### src/cmtd_pkg.sv
package cmtd_pkg;

    localparam int unsigned KindW   = 2;
    localparam int unsigned ByteW   = 8;
    localparam int unsigned TokW    = 32;
    localparam int unsigned UsedW   = 3;
    localparam int unsigned ShiftW  = 2;
    localparam int unsigned InDataW = 8;
    localparam int unsigned OutDataW = 40;

    typedef enum logic [KindW-1:0] {
        CLS_TYPE   = 2'd0,
        CLS_STRING = 2'd1,
        CLS_FIELD  = 2'd2,
        CLS_NONE   = 2'd3
    } t_class;

    localparam logic [ByteW-1:0] LongByte   = 8'hFF;
    localparam logic [ByteW-1:0] ShortLimit = 8'hBF;
    localparam logic [ByteW-1:0] FieldMid   = 8'hDF;
    localparam logic [ByteW-1:0] MidLimit   = 8'hEF;
    localparam logic [ByteW-1:0] Off0      = 8'hC0;
    localparam logic [ByteW-1:0] Off1      = 8'hE0;
    localparam logic [ByteW-1:0] Off2      = 8'hF0;

    localparam logic [TokW-1:0] TypeBase0   = 32'h0200_0000;
    localparam logic [TokW-1:0] TypeBase1   = 32'h0100_0000;
    localparam logic [TokW-1:0] TypeBase2   = 32'h1B00_0000;
    localparam logic [TokW-1:0] StrBase0    = 32'h7000_0000;
    localparam logic [TokW-1:0] StrBase1    = 32'h7000_C000;
    localparam logic [TokW-1:0] FieldBase0  = 32'h0400_0000;
    localparam logic [TokW-1:0] FieldBase1  = 32'h0A00_0000;
    localparam logic [TokW-1:0] FieldBase3  = 32'h0A00_2000;

    typedef struct packed {
        logic [KindW-1:0] kind;
        logic [ByteW-1:0] data_byte;
    } t_item;

    typedef struct packed {
        logic [TokW-1:0]  token;
        logic [KindW-1:0] token_class;
        logic [UsedW-1:0] bytes_used;
    } t_res;

    typedef struct packed {
        logic [TokW-1:0]  base;
        logic [UsedW-1:0] more;
    } t_start;

    function automatic logic [TokW-1:0] lo_byte(input logic [ByteW-1:0] v);
        return {16'h0000, v, 8'h00};
    endfunction

    function automatic logic [TokW-1:0] hi_byte(input logic [ByteW-1:0] v);
        return {8'h00, v, 16'h0000};
    endfunction

    // base value and count of following bytes for a first byte
    function automatic t_start start_decode(input t_class cls, input logic [ByteW-1:0] b);
        t_start s;
        s.more = 3'd1;
        s.base = '0;
        if (b == LongByte) begin
            s.more = 3'd4;
        end else begin
            case (cls)
                CLS_TYPE: begin
                    if (b <= ShortLimit) begin
                        s.base = TypeBase0 + lo_byte(b);
                    end else if (b <= MidLimit) begin
                        s.base = TypeBase1 + lo_byte(b - Off0);
                    end else begin
                        s.base = TypeBase2 + lo_byte(b - Off2);
                    end
                end
                CLS_STRING: begin
                    if (b <= ShortLimit) begin
                        s.base = StrBase0 + lo_byte(b);
                    end else begin
                        s.base = StrBase1 + hi_byte(b - Off0);
                        s.more = 3'd2;
                    end
                end
                default: begin
                    if (b <= ShortLimit) begin
                        s.base = FieldBase0 + lo_byte(b);
                    end else if (b <= FieldMid) begin
                        s.base = FieldBase1 + lo_byte(b - Off0);
                    end else if (b <= MidLimit) begin
                        s.base = FieldBase0 + hi_byte(b - Off1);
                        s.more = 3'd2;
                    end else begin
                        s.base = FieldBase3 + hi_byte(b - Off2);
                        s.more = 3'd2;
                    end
                end
            endcase
        end
        return s;
    endfunction

endpackage

### src/compact_metadata_token_decoder_top.sv
// Compact metadata token decoder. Send one encoded byte per request on the
// slave side, with the token class (0 type, 1 string, 2 field) in tuser; the
// class is only looked at on the first byte of a token, and a first byte sent
// with class 3 is dropped. A token takes 2, 3 or 5 bytes depending on its
// first byte, and one decoded 32-bit token comes out on the master side after
// its last byte. One byte is accepted every cycle while the master side keeps
// up; the byte goes through an input register and one step of decode/add, and
// the token is then registered in the output register. A stalled master side
// holds the slave side once a token waits in the output register and the next
// byte waits in the input register.
module compact_metadata_token_decoder_top (
    input  logic        i_clk,
    input  logic        i_rst_n,
    input  logic        i_s_tvalid,
    output logic        o_s_tready,
    input  logic [cmtd_pkg::InDataW-1:0]  i_s_tdata,  // [7:0] data_byte
    input  logic [cmtd_pkg::KindW-1:0]    i_s_tuser,  // [1:0] kind
    output logic        o_m_tvalid,
    input  logic        i_m_tready,
    output logic [cmtd_pkg::OutDataW-1:0] o_m_tdata,  // [31:0] token, [34:32] bytes_used
    output logic [cmtd_pkg::KindW-1:0]    o_m_tuser   // [1:0] token_class
);

    cmtd_pkg::t_item in_item, held_item;
    cmtd_pkg::t_res  core_res, out_res;
    logic            held_valid, take, res_valid, out_ready;

    assign in_item.kind      = i_s_tuser;
    assign in_item.data_byte = i_s_tdata;

    cmtd_in_reg u_in (
        .i_clk   (i_clk),
        .i_rst_n (i_rst_n),
        .i_valid (i_s_tvalid),
        .o_ready (o_s_tready),
        .i_item  (in_item),
        .o_valid (held_valid),
        .i_take  (take),
        .o_item  (held_item)
    );

    assign take = held_valid && out_ready;

    cmtd_core u_core (
        .i_clk       (i_clk),
        .i_rst_n     (i_rst_n),
        .i_take      (take),
        .i_item      (held_item),
        .o_res_valid (res_valid),
        .o_res       (core_res)
    );

    cmtd_out_reg u_out (
        .i_clk     (i_clk),
        .i_rst_n   (i_rst_n),
        .i_valid   (res_valid),
        .i_res     (core_res),
        .o_ready   (out_ready),
        .o_valid   (o_m_tvalid),
        .i_m_ready (i_m_tready),
        .o_res     (out_res)
    );

    assign o_m_tdata = {5'b00000, out_res.bytes_used, out_res.token};
    assign o_m_tuser = out_res.token_class;

endmodule

### src/cmtd_in_reg.sv
module cmtd_in_reg (
    input  logic           i_clk,
    input  logic           i_rst_n,
    input  logic           i_valid,
    output logic           o_ready,
    input  cmtd_pkg::t_item i_item,
    output logic           o_valid,
    input  logic           i_take,
    output cmtd_pkg::t_item o_item
);

    logic            r_valid;
    cmtd_pkg::t_item r_item;

    assign o_ready = !r_valid || i_take;
    assign o_valid = r_valid;
    assign o_item  = r_item;

    always_ff @(posedge i_clk) begin
        if (!i_rst_n) begin
            r_valid <= 1'b0;
        end else if (o_ready) begin
            r_valid <= i_valid;
        end
    end

    always_ff @(posedge i_clk) begin
        if (o_ready && i_valid) begin
            r_item <= i_item;
        end
    end

endmodule

### src/cmtd_core.sv
module cmtd_core (
    input  logic            i_clk,
    input  logic            i_rst_n,
    input  logic            i_take,
    input  cmtd_pkg::t_item i_item,
    output logic            o_res_valid,
    output cmtd_pkg::t_res  o_res
);

    logic [cmtd_pkg::UsedW-1:0]  r_bytes_left, n_bytes_left;
    logic [cmtd_pkg::TokW-1:0]   r_partial, n_partial;
    logic [cmtd_pkg::KindW-1:0]  r_class, n_class;
    logic [cmtd_pkg::UsedW-1:0]  r_total, n_total;
    logic [cmtd_pkg::ShiftW-1:0] r_shift, n_shift;

    cmtd_pkg::t_start            start;
    cmtd_pkg::t_class            kind;
    logic [cmtd_pkg::TokW-1:0]   sum;

    assign kind  = cmtd_pkg::t_class'(i_item.kind);
    assign start = cmtd_pkg::start_decode(kind, i_item.data_byte);
    assign sum   = r_partial + ({24'h000000, i_item.data_byte} << {r_shift, 3'b000});

    always_comb begin
        n_bytes_left = r_bytes_left;
        n_partial    = r_partial;
        n_class      = r_class;
        n_total      = r_total;
        n_shift      = r_shift;
        o_res_valid  = 1'b0;
        o_res.token       = sum;
        o_res.token_class = r_class;
        o_res.bytes_used  = r_total;
        if (i_take) begin
            if (r_bytes_left == '0) begin
                if (kind != cmtd_pkg::CLS_NONE) begin
                    n_partial    = start.base;
                    n_class      = i_item.kind;
                    n_bytes_left = start.more;
                    n_total      = start.more + 3'd1;
                    n_shift      = '0;
                end
            end else begin
                n_partial    = sum;
                n_bytes_left = r_bytes_left - 3'd1;
                if (r_bytes_left == 3'd1) begin
                    o_res_valid = 1'b1;
                    n_shift     = '0;
                end else begin
                    n_shift = r_shift + 2'd1;
                end
            end
        end
    end

    always_ff @(posedge i_clk) begin
        if (!i_rst_n) begin
            r_bytes_left <= '0;
            r_partial    <= '0;
            r_class      <= '0;
            r_total      <= '0;
            r_shift      <= '0;
        end else begin
            r_bytes_left <= n_bytes_left;
            r_partial    <= n_partial;
            r_class      <= n_class;
            r_total      <= n_total;
            r_shift      <= n_shift;
        end
    end

endmodule

### src/cmtd_out_reg.sv
module cmtd_out_reg (
    input  logic           i_clk,
    input  logic           i_rst_n,
    input  logic           i_valid,
    input  cmtd_pkg::t_res i_res,
    output logic           o_ready,
    output logic           o_valid,
    input  logic           i_m_ready,
    output cmtd_pkg::t_res o_res
);

    logic           r_valid;
    cmtd_pkg::t_res r_res;

    assign o_ready = !r_valid || i_m_ready;
    assign o_valid = r_valid;
    assign o_res   = r_res;

    always_ff @(posedge i_clk) begin
        if (!i_rst_n) begin
            r_valid <= 1'b0;
        end else if (o_ready) begin
            r_valid <= i_valid;
        end
    end

    always_ff @(posedge i_clk) begin
        if (o_ready && i_valid) begin
            r_res <= i_res;
        end
    end

endmodule

### config.mk
export PLATFORM = sky130hd
export DESIGN_NAME = compact_metadata_token_decoder_top
export DESIGN_NICKNAME = d
export VERILOG_FILES = /design/src/cmtd_pkg.sv /design/src/compact_metadata_token_decoder_top.sv /design/src/cmtd_in_reg.sv /design/src/cmtd_core.sv /design/src/cmtd_out_reg.sv
export SDC_FILE = /design/constraint.sdc
export NUM_CORES = 1
export LEC_CHECK = 0
export ABC_AREA = 1
export BUFFER_PORTS_ARGS = -buffer_cell sky130_fd_sc_hd__buf_2
export CAP_MARGIN = 20
export CORE_MARGIN = 2
export CORE_UTILIZATION = 45
export DETAILED_ROUTE_END_ITERATION = 10
export PLACE_DENSITY = 0.64
export SLEW_MARGIN = 30
export SYNTH_ARGS = -nofsm -noshare
export SYNTH_HDL_FRONTEND = slang
export SYNTH_SLANG_ARGS = --single-unit
### constraint.sdc
create_clock -name i_clk -period 3.65 [get_ports i_clk]
set_clock_uncertainty 0.1 [all_clocks]
set_input_delay 0.5475 -clock i_clk [delete_from_list [all_inputs] [get_ports i_clk]]
set_output_delay 0.5475 -clock i_clk [all_outputs]
set_load 0.01 [all_outputs]
==> run_results.csv, run 1 <==
group,metric,value,unit
floorplan,io_pins,58,
drt,drc_errors,0,
critical_path,cpMostUsedCell,"nand2_1",
sta,max_freq,321,MHz
pwr,power,2.72,mW
critical_path,critical_path.max_fanout,11,
finish,final_nets,1053,
pwr,p_leak,3.67,nW
global_routing,grt_pass1_wl,29.5,mm
clock_network,clk_pin_slew_worst_paths,70,ps
critical_path,end_kind,"flip-flop",
clock_network,post_cts_buffers,0,
pwr,switchingPower,0.865,mW
floorplan,die_area,15600,um2
finish,antennaDiodeCount,0,
sta,tightestPinTransition,769,ps
global_routing,grtUsageTotal,23.9,%
drt,drt_pass1_iterations,5,
placement,place_inst,1168,
pwr,p_int,1.85,mW
synthesis,ys_top_cells_by_area,"edfxtp_1, nand2_1, dfxtp_1, inv_1, ha_1",
drt,wire_per_inst,15.2,um
synthesis,synth-async-reset-ratio,0,%
synthesis,postSynthCellCount,945,
global_routing,antenna_found_initial,0,
critical_path,path_cells,"clkinv_1 -> nand2_1 -> nor2_1 -> ha_1 -> nand2_1 -> nor2_1 -> nand3_1 -> nand3b_1 -> nand2_1 -> nand4_1 -> nand3_1 -> a21oi_1",
finish,drive_gt1_share,13.2,%
drt,via_count,5949,
synthesis,synth_edf_count,47,
pwr,pwr-share-clk,35.1,%
placement,gp_congestion,0.974,
finish,finalNonFillerCells,1184,
synthesis,yosys-top-cells-count,"nand2_1, inv_1, nor2_1, a21oi_1, edfxtp_1",
floorplan,die_y,125,um
sta,report.final.slew_viol_count,0,
sta,period_minus_slack,3120,ps
critical_path,r2r_slack,530,ps
placement,io_buffers,52,
run_status,status,"finished, final reports clean",
drt,ant_nets,0,
critical_path,path_delay_family,"simple AND/OR/NAND/NOR gates",
synthesis,synth-seq-area-share,34.8,%
run,max_cap_viol_count,0,
sta,fin_crit_sh,85.4,%
synthesis,synth_seq_cells,91,
floorplan,core-area,14400,um2
clock_network,htree_levels,3,
sta,hold_viol,0,
synthesis,synth.distinct_cells,45,
clock_network,cts.sinks,91,
floorplan,start_util,45.7,%
placement,hpwl,14.2,mm
sta,rsz0062_at_grt,"no",
clock_network,post_cts_resized,0,
critical_path,startpoint_type,"flip-flop",
synthesis,syn_avg_cell_area,6.97,um2
floorplan,die_width,125,um
drt,viasPerCell,5.02,
global_routing,grt_overflow,0,
finish,post-route-util,50.7,%
synthesis,ys.flop_type,"edfxtp_1",
critical_path,path_buf_inv,1,
synthesis,synth_area_leader_cell,"edfxtp_1",
finish,area_delta_synth_final,11.1,%
critical_path,cp_slowest_stage_delay,530,ps
clock_network,clock_latency,360,ps
pwr,power_frac_comb,21.1,%
floorplan,rows,44,
pwr,p_sw_share,31.8,%
placement,place_worst_setup_slack,621,ps
critical_path,worstSetupPathType,"flip-flop to flip-flop",
clock_network,cts_buffers,9,
critical_path,cp_data_required_time,3830,ps
clock_network,ctsHoldBuffers,0,
synthesis,yosysMostFrequentCell,"nand2_1",
global_routing,grt_max_degree,28,
hold_path,holdCritPathClass,"primary input to flip-flop",
clock_network,cts_tree,"yes",
pwr,power.density,371,nW/um2
global_routing,grt_pass1_vias,5785,
synthesis,ys_warn_count,0,
synthesis,syn_area,6590,um2
clock_network,cts_root_buf,"clkbuf_16",
sta,fin_tns_setup,0,ps
sta,setup_viol,0,
critical_path,critical_path.slowest_cell,"dfxtp_1",
critical_path,worst_ep_arrival_time,3290,ps
sta,fin_ws,534,ps
sta,slew_headroom,48.5,%
synthesis,synth_top_area_share,21.4,%
pwr,max-vdd-ir-drop,0.218,mV
drt,drt-total-wl,17.9,mm
pwr,seqPwrFrac,43.9,%
clock_network,clockBufferDepth,2,
drt,first_iter_violations,436,
## power groups by stage
stage               registers (mW)  logic [mW]  clock network (mW)
floorplan                     1.19       0.433                   0
global placement              1.21       0.567                   0
detailed placement            1.21       0.567                   0
CTS                           1.19       0.571               0.971
global route                  1.20       0.640                1.01
finish                        1.19       0.572               0.952
## registers in the layout (all words and copies together), names as in the netlist
signal	flops
u_out.o_res	37
u_core.r_bytes_left	3
u_core.r_total	3
u_in.o_item	10
u_core.r_class	2
u_out.o_valid	1
u_core.r_partial	32
u_in.o_valid	1
u_core.r_shift	2
## layout by cell type (no fill, tap or decap), drive strengths merged, types with 4 or more instances in the layout
cell and count:
a21oi 66, xnor2 4, buf 56, inv 158
clkbuf 11, xor2 13, o21ai 22, conb 5
nand3 46, nand4 7, nor3 25, nand2 316
nand3b 8, edfxtp 47, dfxtp 44, ha 43
and2 18, nor2 87
## layer usage
layer / GRT usage [%] / vias up / routed length, um
li1: - / 3081 / -
met2: 37.6 / 193 / 7870
met1: 33.1 / 2649 / 8390
met5: 0 / - / 0
met4: 8.37 / 0 / 440
met3: 4.71 / 26 / 1250
## per-stage QoR
stage,area (um2),hold slack (ps)
floorplan,6610,303
global placement,7020,316
detailed placement,7020,311
CTS,7320,254
global route,7320,256
finish,7320,259
## cells by family (layout without fill, tap and decap cells)
group,Yosys count,after routing,synth area share [%]
AOI/OAI and AO/OA,100,100,8.41
xor gates and xnor gates,17,17,2.60
adders and majority gates,44,44,8.47
buffers and inverters,180,231,11.0
DFF,91,91,34.8
other,1,5,0.0569
and+or+nand+nor,512,512,34.7
## final timing paths
path | start | endpoint | cells after the start
max | u_core.r_shift[1] | u_core.r_partial[25] | 12
max reg2reg | u_core.r_shift[1] | u_core.r_partial[25] | 12
min reg2reg | u_core.r_total[1] | u_out.o_res[1] | 0
min | i_s_tdata[2] | u_in.o_item[2] | 1
## worst reg2reg max path: cells and delay by family (launching register included)
| family | cells | cell delay (ps) |
|---|---|---|
| AOI/OAI and AO/OA | 1 | 210 |
| adders and majority gates | 1 | 380 |
| buffers and inverters | 1 | 340 |
| DFF | 1 | 530 |
| and+or+nand+nor | 9 | 1480 |
## cell type report
type,count,area [um2]
Fill cell,1481,7100
Tap cell,184,230
Clock inverter,5,62.6
Inverter,159,597
Timing Repair Buffer,56,303
Clock buffer,11,233
Multi-Input combinational cell,678,3600
Sequential cell,91,2290
No activity file was read; power rests on OpenSTA's default activity.
==> run 2, diff against run 1 <==
--- a/config.mk
+++ b/config.mk
@@ -8,7 +8,6 @@
 export ABC_AREA = 1
 export BUFFER_PORTS_ARGS = -buffer_cell sky130_fd_sc_hd__buf_2
 export CAP_MARGIN = 20
-export CORE_MARGIN = 2
 export CORE_UTILIZATION = 45
 export DETAILED_ROUTE_END_ITERATION = 10
 export PLACE_DENSITY = 0.64
==> run_results.csv, run 2 (same netlist as run 1, synthesis figures left out) <==
group,metric,value,unit
finish,layout.cells.most_common,"nand2_1",
placement,hpwl,13.9,mm
critical_path,worstSetupPathType,"flip-flop to flip-flop",
sta,rsz0062_at_grt,"no",
global_routing,grt_max_degree,39,
clock_network,clock_latency,360,ps
drt,wire_per_inst,15.0,um
pwr,power,2.71,mW
finish,final_cell_area,7300,um2
clock_network,clk_pin_slew_worst_paths,70,ps
critical_path,end_kind,"flip-flop",
floorplan,die_width,123,um
sta,period_minus_slack,3060,ps
floorplan,io_pins,58,
global_routing,antenna_found_initial,0,
floorplan,core-area,14100,um2
sta,max_freq,327,MHz
drt,drt_pass1_iterations,9,
sta,tightestPinTransition,634,ps
pwr,power.density,371,nW/um2
critical_path,critical_path.max_fanout,11,
critical_path,path_buf_inv,2,
sta,fin_ws,589,ps
placement,io_buffers,52,
hold_path,holdCritPathClass,"primary input to flip-flop",
finish,final_cell_mix,"nand2_1, inv_1, nor2_1, a21oi_1, buf_2",
clock_network,cts_tree,"yes",
clock_network,clockBufferDepth,2,
floorplan,die_area,15100,um2
drt,first_iter_violations,364,
sta,fin_crit_sh,83.9,%
global_routing,grt_pass1_vias,5395,
drt,ant_nets,0,
drt,drc_errors,0,
critical_path,path_delay_family,"simple AND/OR/NAND/NOR gates",
placement,place_area,7010,um2
critical_path,startpoint_type,"flip-flop",
drt,viasPerCell,4.99,
clock_network,htree_levels,3,
finish,largest_reg_flops,37,
critical_path,path_cells,"clkinv_1 -> nand2_1 -> nor2_1 -> ha_1 -> nand2_4 -> inv_1 -> nand2_1 -> nand2_1 -> a21oi_1 -> nand2_2 -> xnor2_1 -> nor2_1 -> nor2_1 -> nor2_1",
floorplan,rows,43,
global_routing,grt_overflow,0,
finish,area_delta_synth_final,10.8,%
finish,antennaDiodeCount,0,
pwr,p_leak,3.68,nW
floorplan,die_y,123,um
placement,gp_congestion,0.955,
clock_network,post_cts_resized,0,
sta,hold_viol,0,
clock_network,cts_buffers,9,
run,max_cap_viol_count,0,
global_routing,grtUsageTotal,25.5,%
clock_network,post_cts_buffers,0,
placement,place_worst_setup_slack,668,ps
sta,slew_headroom,57.7,%
sta,fin_tns_setup,0,ps
critical_path,cp_slowest_stage_delay,530,ps
floorplan,start_util,46.8,%
sta,setup_viol,0,
clock_network,cts.sinks,91,
critical_path,worst_ep_arrival_time,3200,ps
critical_path,cp_data_required_time,3790,ps
drt,via_count,5893,
critical_path,cpMostUsedCell,"nor2_1",
sta,report.final.slew_viol_count,0,
finish,drive_gt1_share,13.2,%
critical_path,critical_path.slowest_cell,"dfxtp_1",
finish,final_nets,1053,
clock_network,cts_root_buf,"clkbuf_16",
drt,drt-total-wl,17.7,mm
run_status,status,"finished, final reports clean",
finish,post-route-util,51.8,%
global_routing,grt_pass1_wl,28.5,mm
pwr,max-vdd-ir-drop,0.258,mV
clock_network,ctsHoldBuffers,0,
-- run 2: cell count changes in the layout (fill, tap and decap cells not counted) --
cell	delta
inv_4	+2
buf_4	+1
buf_12	-1
clkinvlp_4	-2
-- run 2: path summary, 6_finish.rpt --
kind / startpoint / to / depth (start not counted) / slack, ps
worst max-delay path: u_core.r_shift[1] / u_core.r_partial[13] / 14 / 590
worst min-delay path: i_s_tdata[2] / u_in.o_item[2] / 1 / 260
worst max register to register: u_core.r_shift[1] / u_core.r_partial[13] / 14 / 590
worst min register to register: u_core.r_total[1] / u_out.o_res[1] / 0 / 330
-- run 2: per-layer routing --
layer	share of wire (%)	up-vias	global-route usage [%]
met2	44	167	40.2
met1	48	2610	35.7
met3	4.9	25	3.00
met5	0	-	0
met4	2.3	0	9.64
li1	-	3091	-
-- run 2: area by class of cell --
cell class | count | area (um2)
multi-input combinational | 678 | 3600
sequential | 91 | 2290
clock inverter | 5 | 60.1
inverter | 159 | 597
tap | 180 | 225
fill | 1458 | 6800
clock buffer | 11 | 233
timing repair buffer | 56 | 290
-- run 2: per-stage QoR --
step | hold slack [ps] | cells
final | 261 | 1180
after global routing | 248 | 1180
after CTS | 247 | 1180
after detailed placement | 314 | 1164
after global placement | 314 | 1164
after floorplan | 303 | 949
-- run 2: power breakdown --
part           total (mW)  internal [mW]  switching [mW]
Combinational       0.572          0.175           0.397
Clock               0.948          0.536           0.412
Sequential           1.19           1.14          0.0507
==> run 3, diff against run 2 <==
==> constraint.sdc (replaced) <==
create_clock -name i_clk -period 2.6 [get_ports i_clk]
set_clock_uncertainty 0.1 [all_clocks]
set_input_delay 0.39 -clock i_clk [delete_from_list [all_inputs] [get_ports i_clk]]
set_output_delay 0.39 -clock i_clk [all_outputs]
set_load 0.01 [all_outputs]
==> run_results.csv, run 3 (same netlist as run 1, synthesis figures left out) <==
group,metric,value,unit
clock_network,ctsHoldBuffers,0,
pwr,power.density,504,nW/um2
sta,max_freq,398,MHz
global_routing,grt_pass1_wl,29.0,mm
sta,fin_tns_setup,0,ps
global_routing,grt_overflow,0,
clock_network,clockBufferDepth,2,
critical_path,critical_path.max_fanout,6,
clock_network,cts_buffers,9,
placement,io_buffers,52,
sta,fin_hold_ws,104,ps
clock_network,cts_root_buf,"clkbuf_16",
critical_path,cp_data_required_time,2740,ps
critical_path,startpoint,"u_core.r_shift[1]",
drt,ant_nets,0,
finish,fillers,1370,
finish,largest_reg_flops,37,
floorplan,die_width,123,um
hold_path,hp-start,"i_s_tdata[3]",
drt,via_count,6137,
finish,layout.cells.most_common,"nand2_1",
critical_path,startpoint_type,"flip-flop",
critical_path,path_delay_family,"simple AND/OR/NAND/NOR gates",
hold_path,holdCritPathClass,"primary input to flip-flop",
drt,drt-total-wl,18.8,mm
drt,wire_per_inst,15.3,um
placement,gp_congestion,0.932,
finish,area_delta_synth_final,21.0,%
finish,drive_gt1_share,22.8,%
critical_path,end_kind,"flip-flop",
clock_network,cts.sinks,91,
clock_network,clock_latency,360,ps
finish,finalNonFillerCells,1230,
finish,final_nets,1103,
clock_network,htree_levels,3,
placement,hpwl,14.6,mm
drt,first_iter_violations,406,
critical_path,path_cells,"buf_4 -> buf_4 -> nor3_2 -> ha_2 -> nor2_2 -> a21oi_2 -> nand2_1 -> nand2_1 -> nand2_1 -> nand2_2 -> xnor2_1 -> nor2_1 -> nor2_1 -> nor2_1",
sta,period_minus_slack,2510,ps
floorplan,rows,43,
run,max_cap_viol_count,0,
sta,report.final.slew_viol_count,0,
clock_network,clk_pin_slew_worst_paths,70,ps
sta,tightestPinTransition,626,ps
finish,antennaDiodeCount,0,
placement,place_inst,1202,
critical_path,cp_slowest_stage_delay,350,ps
sta,rsz0062_at_grt,"yes",
sta,setup_viol,0,
floorplan,die_y,123,um
global_routing,grtUsageTotal,25.8,%
global_routing,grt_max_degree,26,
drt,drt_pass1_iterations,4,
finish,seq_area,2300,um2
critical_path,worstSetupPathType,"flip-flop to flip-flop",
floorplan,core-area,14100,um2
placement,place_area,7300,um2
clock_network,cts_tree,"yes",
finish,final_cell_area,7980,um2
pwr,p_leak,3.93,nW
sta,slew_headroom,58.3,%
pwr,max-vdd-ir-drop,0.350,mV
drt,drc_errors,0,
sta,hold_viol,0,
global_routing,grt_pass1_vias,5459,
sta,fin_crit_sh,96.7,%
critical_path,path_buf_inv,2,
finish,multi_input_area,3870,um2
global_routing,antenna_found_initial,0,
critical_path,reg2reg_from,"u_core.r_shift[1]",
floorplan,start_util,46.8,%
floorplan,io_pins,58,
finish,final_cell_mix,"nand2_1, inv_1, nor2_1, a21oi_1, buf_4",
critical_path,worst_ep_arrival_time,2660,ps
critical_path,critical_path.slowest_cell,"ha_2",
floorplan,die_area,15100,um2
run_status,status,"finished, final reports clean",
drt,viasPerCell,4.99,
## run 3: cell types whose count changed in the layout (fill, tap and decap cells not counted), moves of 6 or more
cell / change
ha_4: +6
inv_1: -9
nor3_2: +8
nor3_1: -12
buf_4: +49
inv_2: +8
ha_1: -11
nand2_1: -7
## run 3: path summary, 6_finish.rpt
check	slack [ps]	cells past startpoint	endpoint
setup / recovery	90	14	u_core.r_partial[13]
hold / removal	100	1	u_in.o_item[3]
setup reg to reg	90	14	u_core.r_partial[13]
hold reg to reg	340	0	u_out.o_res[1]
## run 3: metrics by stage
stage / utilization (%) / worst slack, ps / power [mW]
CTS: 54.2 / 8.03 / 3.94
detailed placement: 51.8 / -48.8 / 2.56
global placement: 51.8 / -44.0 / 2.56
finish: 56.6 / 86.9 / 4.02
floorplan: - / 27.9 / 2.29
global route: 56.6 / -50.3 / 4.20
## run 3: layout make-up
| cell class | instances | area share [%] |
|---|---|---|
| Clock buffer | 9 | 2.82 |
| Clock inverter | 7 | 1.00 |
| Inverter | 159 | 7.58 |
| Multi-Input combinational cell | 678 | 48.6 |
| Sequential cell | 91 | 28.8 |
| Tap cell | 180 | 2.82 |
| Timing Repair Buffer | 106 | 8.39 |
## run 3: report_power, final
group / switching, mW / internal, mW / total [mW]
clock network: 0.612 / 0.763 / 1.37
logic: 0.631 / 0.355 / 0.987
registers: 0.0594 / 1.60 / 1.66
total: 1.30 / 2.72 / 4.02
## run 3: repair_timing
item | 4_1_cts | 5_1_grt
buffers inserted | 0 | 12
pin swaps | 0 | 12
endpoints found under the setup margin | 11 | 41
resized for setup | 8 | 56
## run 3: metal layers
layer / global-route usage (%) / share of wire (%)
met1: 36.3 / 49
met2: 40.9 / 45
met3: 3.00 / 4.8
met4: 8.51 / 2.1
met5: 0 / 0
